<file path="config.mk">
export PLATFORM = sky130hd
export DESIGN_NAME = gnhm_cell
export DESIGN_NICKNAME = d
export VERILOG_FILES = /design/src/sv/gnhm_pkg.sv /design/src/sv/gnhm_cell.sv
export SDC_FILE = /design/constraint.sdc
export NUM_CORES = 2
export LEC_CHECK = 0
export BUFFER_PORTS_ARGS = -buffer_cell sky130_fd_sc_hd__buf_2
export CAP_MARGIN = 25
export CELL_PAD_IN_SITES_DETAIL_PLACEMENT = 2
export CELL_PAD_IN_SITES_GLOBAL_PLACEMENT = 2
export CORE_ASPECT_RATIO = 0.7
export CORE_MARGIN = 2
export CORE_UTILIZATION = 35
export DETAILED_ROUTE_END_ITERATION = 10
export GPL_TIMING_DRIVEN = 0
export PLACE_DENSITY_LB_ADDON = 0.1
export REMOVE_ABC_BUFFERS = 1
export SLEW_MARGIN = 20
export SYNTH_ARGS = -nofsm -noshare
export SYNTH_HDL_FRONTEND = slang
export SYNTH_SLANG_ARGS = --single-unit
export TNS_END_PERCENT = 20
</file>
<file path="constraint.sdc">
create_clock -name clk -period 7.6 [get_ports clk]
set_input_delay 1.14 -clock clk [delete_from_list [all_inputs] [get_ports clk]]
set_output_delay 1.14 -clock clk [all_outputs]
set_load 0.05 [all_outputs]
</file>
<file path="src/sv/gnhm_pkg.sv">
// Package for the greedy nearest-hit matcher: request and status codes,
// field widths and the structs passed between the cells and the control.
`timescale 1ns / 1ps
package gnhm_pkg;

    localparam int SENSOR_W = 7;
    localparam int POS_W    = 24;
    localparam int RES_W    = 25;
    localparam int SQ_W     = 2 * RES_W;
    localparam int DIST_W   = SQ_W + 1;

    localparam logic [1:0] REQ_CLEAR = 2'd0;
    localparam logic [1:0] REQ_LOAD  = 2'd1;
    localparam logic [1:0] REQ_MATCH = 2'd2;

    localparam logic [1:0] ST_DONE     = 2'd0;
    localparam logic [1:0] ST_UNPAIRED = 2'd1;
    localparam logic [1:0] ST_FULL     = 2'd2;

    // Broadcast from control to every cell
    typedef struct packed {
        logic                       load;
        logic                       shift;
        logic [SENSOR_W-1:0]        q_sensor;
        logic signed [POS_W-1:0]    q_x;
        logic signed [POS_W-1:0]    q_y;
    } gnhm_cmd_t;

    // Best candidate handed down the chain
    typedef struct packed {
        logic                       found;
        logic [DIST_W-1:0]          sqdist;
        logic signed [RES_W-1:0]    dx;
        logic signed [RES_W-1:0]    dy;
    } gnhm_tok_t;

endpackage

</file>
<file path="src/sv/gnhm_cell.sv">
// One table slot: holds a reference hit, computes its squared distance to
// the query and updates the best-candidate token passed along the chain.
// Depends on gnhm_pkg.
`timescale 1ns / 1ps
module gnhm_cell
    import gnhm_pkg::*;
#(
    parameter int IDX_W    = 6,
    parameter int CNT_W    = 7,
    parameter int CELL_IDX = 0
) (
    input  logic                    clk,
    input  logic                    rst_n,
    input  gnhm_cmd_t               cmd,
    input  logic [CNT_W-1:0]        count,
    input  logic [IDX_W-1:0]        best_idx,
    input  logic [SENSOR_W-1:0]     nxt_sensor,
    input  logic signed [POS_W-1:0] nxt_x,
    input  logic signed [POS_W-1:0] nxt_y,
    output logic [SENSOR_W-1:0]     own_sensor,
    output logic signed [POS_W-1:0] own_x,
    output logic signed [POS_W-1:0] own_y,
    input  gnhm_tok_t               tok_in,
    input  logic [IDX_W-1:0]        idx_in,
    output gnhm_tok_t               tok_out,
    output logic [IDX_W-1:0]        idx_out
);

    localparam logic [CNT_W-1:0] MY_CNT  = CNT_W'(CELL_IDX);
    localparam logic [CNT_W-1:0] NXT_CNT = CNT_W'(CELL_IDX + 1);
    localparam logic [IDX_W-1:0] MY_IDX  = IDX_W'(CELL_IDX);

    logic [SENSOR_W-1:0]     sensor_reg;
    logic signed [POS_W-1:0] x_reg, y_reg;
    logic signed [RES_W-1:0] dx_reg, dy_reg;
    logic [SQ_W-1:0]         sqx_reg, sqy_reg;
    logic [DIST_W-1:0]       dist_reg;
    gnhm_tok_t               tok_reg, tok_next;
    logic [IDX_W-1:0]        idx_reg, idx_next;
    logic                    live, eligible;

    // Entry storage: append at the fill point, close gaps on removal
    always_ff @(posedge clk)
    begin
        if (cmd.load && count == MY_CNT)
        begin
            sensor_reg <= cmd.q_sensor;
            x_reg      <= cmd.q_x;
            y_reg      <= cmd.q_y;
        end
        else if (cmd.shift && MY_IDX >= best_idx && NXT_CNT < count)
        begin
            sensor_reg <= nxt_sensor;
            x_reg      <= nxt_x;
            y_reg      <= nxt_y;
        end
    end

    // Distance pipeline: difference, squares, sum
    always_ff @(posedge clk)
    begin
        dx_reg   <= RES_W'(cmd.q_x) - RES_W'(x_reg);
        dy_reg   <= RES_W'(cmd.q_y) - RES_W'(y_reg);
        sqx_reg  <= SQ_W'(dx_reg * dx_reg);
        sqy_reg  <= SQ_W'(dy_reg * dy_reg);
        dist_reg <= DIST_W'(sqx_reg) + DIST_W'(sqy_reg);
    end

    // Token update: strict less keeps the earliest entry on a tie
    assign live     = MY_CNT < count;
    assign eligible = live && sensor_reg == cmd.q_sensor;

    always_comb
    begin
        tok_next = tok_in;
        idx_next = idx_in;
        if (eligible && (!tok_in.found || dist_reg < tok_in.sqdist))
        begin
            tok_next.found  = 1'b1;
            tok_next.sqdist = dist_reg;
            tok_next.dx     = dx_reg;
            tok_next.dy     = dy_reg;
            idx_next        = MY_IDX;
        end
    end

    always_ff @(posedge clk or negedge rst_n)
    begin
        if (!rst_n)
        begin
            tok_reg <= '0;
            idx_reg <= '0;
        end
        else
        begin
            tok_reg <= tok_next;
            idx_reg <= idx_next;
        end
    end

    assign own_sensor = sensor_reg;
    assign own_x      = x_reg;
    assign own_y      = y_reg;
    assign tok_out    = tok_reg;
    assign idx_out    = idx_reg;

endmodule

</file>
# ---- Word-level counts from Yosys, hierarchy flattened
# Cells that the tools add are included.
dict set report totals {
  reg_bits 364
  elab_cells 40
  out_inout_bits 163
}
dict set report classes {
  order_cmp 4
  n_eq_ne 1
  n_addsub 3
  n_reduce_logical 9
  mux 8
  mul 2
}
# operator n
set ops {}
lappend ops {{102-bit 2-to-1 mux} 1}
lappend ops {{25-bit by 25-bit multiplier with 50-bit output} 2}
lappend ops {{24-bit 2-to-1 mux} 4}
lappend ops {{50-bit by 50-bit adder with 51-bit output} 1}
lappend ops {{51-bit < comparator} 1}
lappend ops {{24-bit by 24-bit subtractor with 25-bit output} 2}
lappend ops {{1-bit by 7-bit < comparator with 1-bit output, first input constant} 2}
lappend ops {{7-bit 2-to-1 mux} 2}
lappend ops {{7-bit equality test} 1}
lappend ops {{7-bit logical NOT} 1}
lappend ops {{1-bit by 6-bit greater-or-equal comparator with 1-bit output, first input constant} 1}
lappend ops {{6-bit 2-to-1 mux} 1}
lappend ops {{1-bit logical AND} 5}
lappend ops {{2-bit nonzero test} 1}
lappend ops {{1-bit logical NOT} 1}
lappend ops {{1-bit logical OR} 1}

# ---- Longest topological paths before layout
dict set report logic_depth {
  depth_word 5
  depth_mapped 29
  depth_no_buf 27
}

# ---- Worst setup path before layout
# Ideal clock, no wire load.
dict set report synth_path {
  path_kind {flip-flop to flip-flop}
  startpoint {register dy_reg[15]}
  endpoint {register sqy_reg[48]}
  n_path_buf 3
  stages_incl_launch_ff 30
  path_slack_ps 338
  setup_time_ps 130
  t_arrival_ps 7131
  path_cell_list {dfxtp_1 > clkbuf_1 > clkbuf_1 > nand2_1 > fa_1 > inv_1 > fa_1 > inv_1 > fa_1 > inv_1 > fa_1 > inv_1 > fa_1 > inv_1 > fa_1 > inv_1 > fa_1 > inv_1 > ha_1 > clkbuf_1 > a21o_1 > a211oi_1 > o31ai_1 > a211o_1 > a221oi_4 > a31oi_1 > a41oi_2 > o211a_1 > nor3_1 > nand3b_1}
}
dict set report synth_between {
  elab_chain_cells 1
}
# item line_no
set synth_lines {}
lappend synth_lines {{from (decl)} gnhm_cell.sv:35} ;# logic signed [RES_W-1:0] dx_reg, dy_reg;
lappend synth_lines {{from (signal assigned)} gnhm_cell.sv:63} ;# dy_reg <= RES_W'(cmd.q_y) - RES_W'(y_reg);
lappend synth_lines {{25-bit by 25-bit multiplier with 50-bit output} gnhm_cell.sv:65} ;# sqy_reg <= SQ_W'(dy_reg * dy_reg);
lappend synth_lines {{to (signal assigned)} gnhm_cell.sv:65}
lappend synth_lines {{to (decl)} gnhm_cell.sv:36} ;# logic [SQ_W-1:0] sqx_reg, sqy_reg;
# Every way passes these cells.
# A chain may end at the register's enable or synchronous reset.

# ---- Final worst setup path
dict set report layout_path {
  startpoint {register dy_reg[24]}
  endpoint {register sqy_reg[47]}
}
# Same word-level chain as after synthesis.

==> results.toml <==
[run_status]
status = "completed"

[detailed_routing]
avgViaCountPerCell = 5.06
first_pass_iters = 6
drc_errors = 0
routed_wl_mm = 219
vias = 44790
ant_nets = 0
wl_per_cell_um = 24.8
drtIter0Drc = 2170

[die]
die-area_um2 = 173000
die_h_um = 348
initial_utilization = 0.352
fp.coreArea_um2 = 168000
die_w_um = 496
ioPinCount = 398
rows = 126

[grt]
grt_pass1_wl_mm = 328
gr-total-overflow = 0
globalRouteTotalUtil = 0.252
grt_antenna_before_repair = 31
grt_max_degree = 63
first_global_vias = 52257

[timing]
fmax_mhz = 134
setup_violations = 0
worstMarginPinSlew_ns = 0.954
tns_ns = 0
fin_crit_ns = 7.44
skew_ns = 0.0482
hold_viol_final = 0
maxSlewHeadroom = 0.358
post-route-period-util = 0.979
drv_slew = 0
rsz0062_at_grt = "yes"
whs_ns = 0.336

[layout]
drive_above_1_share = 0.143
fillers = 17921
multi_input_area_um2 = 44700
area_growth_syn_to_layout_pct = 16.4
largest_register_ffs = 102
fin_util = 0.410
nets = 8463
seq_area_um2 = 8500

[flow_run]
drv_cap = 0

[critical_path]
crit_path_end = "sqy_reg[47]"
end_kind = "flip-flop"
critPathKind = "flip-flop to flip-flop"
critPathLaunch = "dy_reg[24]"
crit_arrival_ns = 8.04
critPathRequiredTime_ns = 8.20
r2r_slack_ns = 0.16
r2r_cells = 23
r2r-end = "sqy_reg[47]"
cp_max_fo = 27
cp-start-kind = "flip-flop"
r2r-start = "dy_reg[24]"

[synth]
netlist-cell-type-count = 75
ys.flop_type = "dfxtp_1"
synth-seq-cells = 362
synthArstFlopShare = 0.298
synth-seq-area-share = 0.141
netlist_area_um2 = 59300
yosys_warnings = 0
synthCells = 6141
syn-mean-instance-area_um2 = 9.65
synth_edf_count = 55

[cts]
clk_latency_ns = 0.68
path_clk_slew_ns = 0.08
htree_levels = 2
cts_inserted_buffers = 48
cts.sink_count = 362
cts_tree = "built"
cts_max_path_buffers = 3
cts-root-buf = "clkbuf_16"

[worst_hold_path]
hold_class = "input port to asynchronous set/reset pin"

[place]
dp_hpwl_mm = 173
port_buffers = 397
globalplace.congestion = 0.814
==> Yosys cell counts (6+ instances only) <==
library cell | number | area [µm²]
nand3_1 | 125 | 626
o21bai_1 | 20 | 150
nand2_1 | 436 | 1640
ha_1 | 448 | 5610
fa_1 | 1219 | 24400
or3_1 | 9 | 56.3
a21oi_1 | 156 | 781
mux2_2 | 53 | 597
a21boi_0 | 6 | 45.0
a21o_1 | 129 | 968
and3_1 | 29 | 181
clkbuf_1 | 215 | 807
nor2_1 | 145 | 544
o31ai_1 | 9 | 67.6
dfrtp_1 | 108 | 2700
buf_1 | 26 | 97.6
a2111oi_0 | 7 | 61.3
xnor2_1 | 165 | 1450
a211o_1 | 6 | 52.6
a211oi_1 | 14 | 105
nand2b_1 | 28 | 175
a22oi_1 | 104 | 781
nor2b_1 | 63 | 394
o211a_1 | 6 | 60.1
nor3_1 | 26 | 130
xor2_1 | 57 | 499
dfxtp_1 | 199 | 3980
o211ai_1 | 114 | 856
buf_2 | 12 | 60.1
o21a_1 | 35 | 263
a31oi_1 | 12 | 75.1
edfxtp_1 | 55 | 1650
nand3b_1 | 6 | 45.0
o21ai_0 | 82 | 410
inv_1 | 1561 | 5860
and2_1 | 238 | 1490
nor4_1 | 9 | 56.3
nand4_1 | 137 | 857
==> layout make-up <==
| cell class | instances | area share |
|---|---|---|
| multi-input cells | 3965 | 0.648 |
| flip-flops and latches | 362 | 0.123 |
| inverters | 1561 | 0.0859 |
| repair buffers | 623 | 0.0786 |
| well taps | 2240 | 0.0406 |
| clock buffers | 72 | 0.0205 |
| clock inverters | 17 | 0.00274 |
| diodes | 7 | 0.000254 |
==> cell usage in the layout (no fill, tap or decap), types with 28 or more instances in the layout <==
cell type / netlist / routed
nand4_1: 137 / 137
xor2_1: 57 / 57
fa_1: 1219 / 1206
buf_12: 0 / 58
o211ai_1: 114 / 114
o21a_1: 35 / 35
nand2_1: 436 / 429
dfxtp_1: 199 / 149
clkbuf_16: 0 / 62
buf_2: 12 / 395
a22oi_1: 104 / 103
a21o_1: 129 / 129
and3_1: 29 / 29
nor2b_1: 63 / 62
and2_1: 238 / 233
mux2_2: 53 / 53
ha_1: 448 / 432
edfxtp_1: 55 / 55
nor2_1: 145 / 132
inv_1: 1561 / 1535
xnor2_1: 165 / 165
dfrtp_1: 108 / 108
o21ai_0: 82 / 78
nand2b_1: 28 / 28
a21oi_1: 156 / 144
dfxtp_4: 0 / 40
nand3_1: 125 / 124
buf_4: 0 / 110
==> critical path, cell delays in order (launching register included) <==
cell        delay (ns)
dfxtp_4           0.49
buf_12            0.23
nand2_1           0.12
inv_1             0.14
fa_2              0.56
fa_2              0.71
clkinvlp_4        0.26
fa_1              0.53
inv_1             0.06
fa_1              0.48
fa_1              0.52
fa_1              0.51
inv_1             0.05
fa_1              0.48
inv_1             0.05
ha_1              0.39
a21o_1            0.21
a21o_1            0.19
a21oi_2           0.22
nand2_1           0.13
o32ai_4           0.36
o311ai_4          0.19
a41oi_1           0.30
xnor2_1           0.14
==> worst min-delay path by stage <==
stage	startpoint	slack [ns]	endpoint
floorplan	sqy_reg[0]	0.42	dist_reg[0]
CTS	rst_n	0.33	tok_out[36]
global route	rst_n	0.36	tok_out[36]
detailed placement	sqy_reg[0]	0.45	dist_reg[0]
finish	rst_n	0.34	tok_out[36]
global placement	sqy_reg[0]	0.44	dist_reg[0]
==> stage by stage <==
step	setup slack, ns	std cells	instance area, µm²
final	0.161	8847	69000
after global routing	-0.146	8843	69000
after CTS	-0.00606	8746	67600
after detailed placement	-1.63	8606	65000
after global placement	-10.50	8525	63100
after floorplan	-0.552	5888	58300
==> per-layer routing <==
layer	part of all wire	GRT usage	vias up	wire length, µm
met5	0.00027	0	-	59
met4	0.023	0.0618	10	5060
met3	0.056	0.0466	218	12400
met2	0.45	0.396	902	98300
met1	0.47	0.359	23832	103000
li1	-	-	19828	-
==> kinds of logic (layout without fill, tap and decap cells) <==
logic type	Yosys count	count (layout)	share of synthesized area
buf+inv	1814	2273	0.115
fa+ha+maj	1667	1667	0.506
simple gates	1266	1266	0.106
compound gates	755	755	0.0881
flops	362	362	0.141
xor+xnor	222	222	0.0328
mux	55	55	0.0104
other cells	0	7	0
==> repair_timing <==
action	CTS	global route
gates cloned	10	12
endpoints found under the setup margin	47	31
hold buffers	0	0
buffers inserted	41	82
resized for setup	90	101
pin swaps	12	38
Power is left out: the tool's default activity adds up to more than one toggle a clock period on the data nets, which glitch-free logic cannot reach.
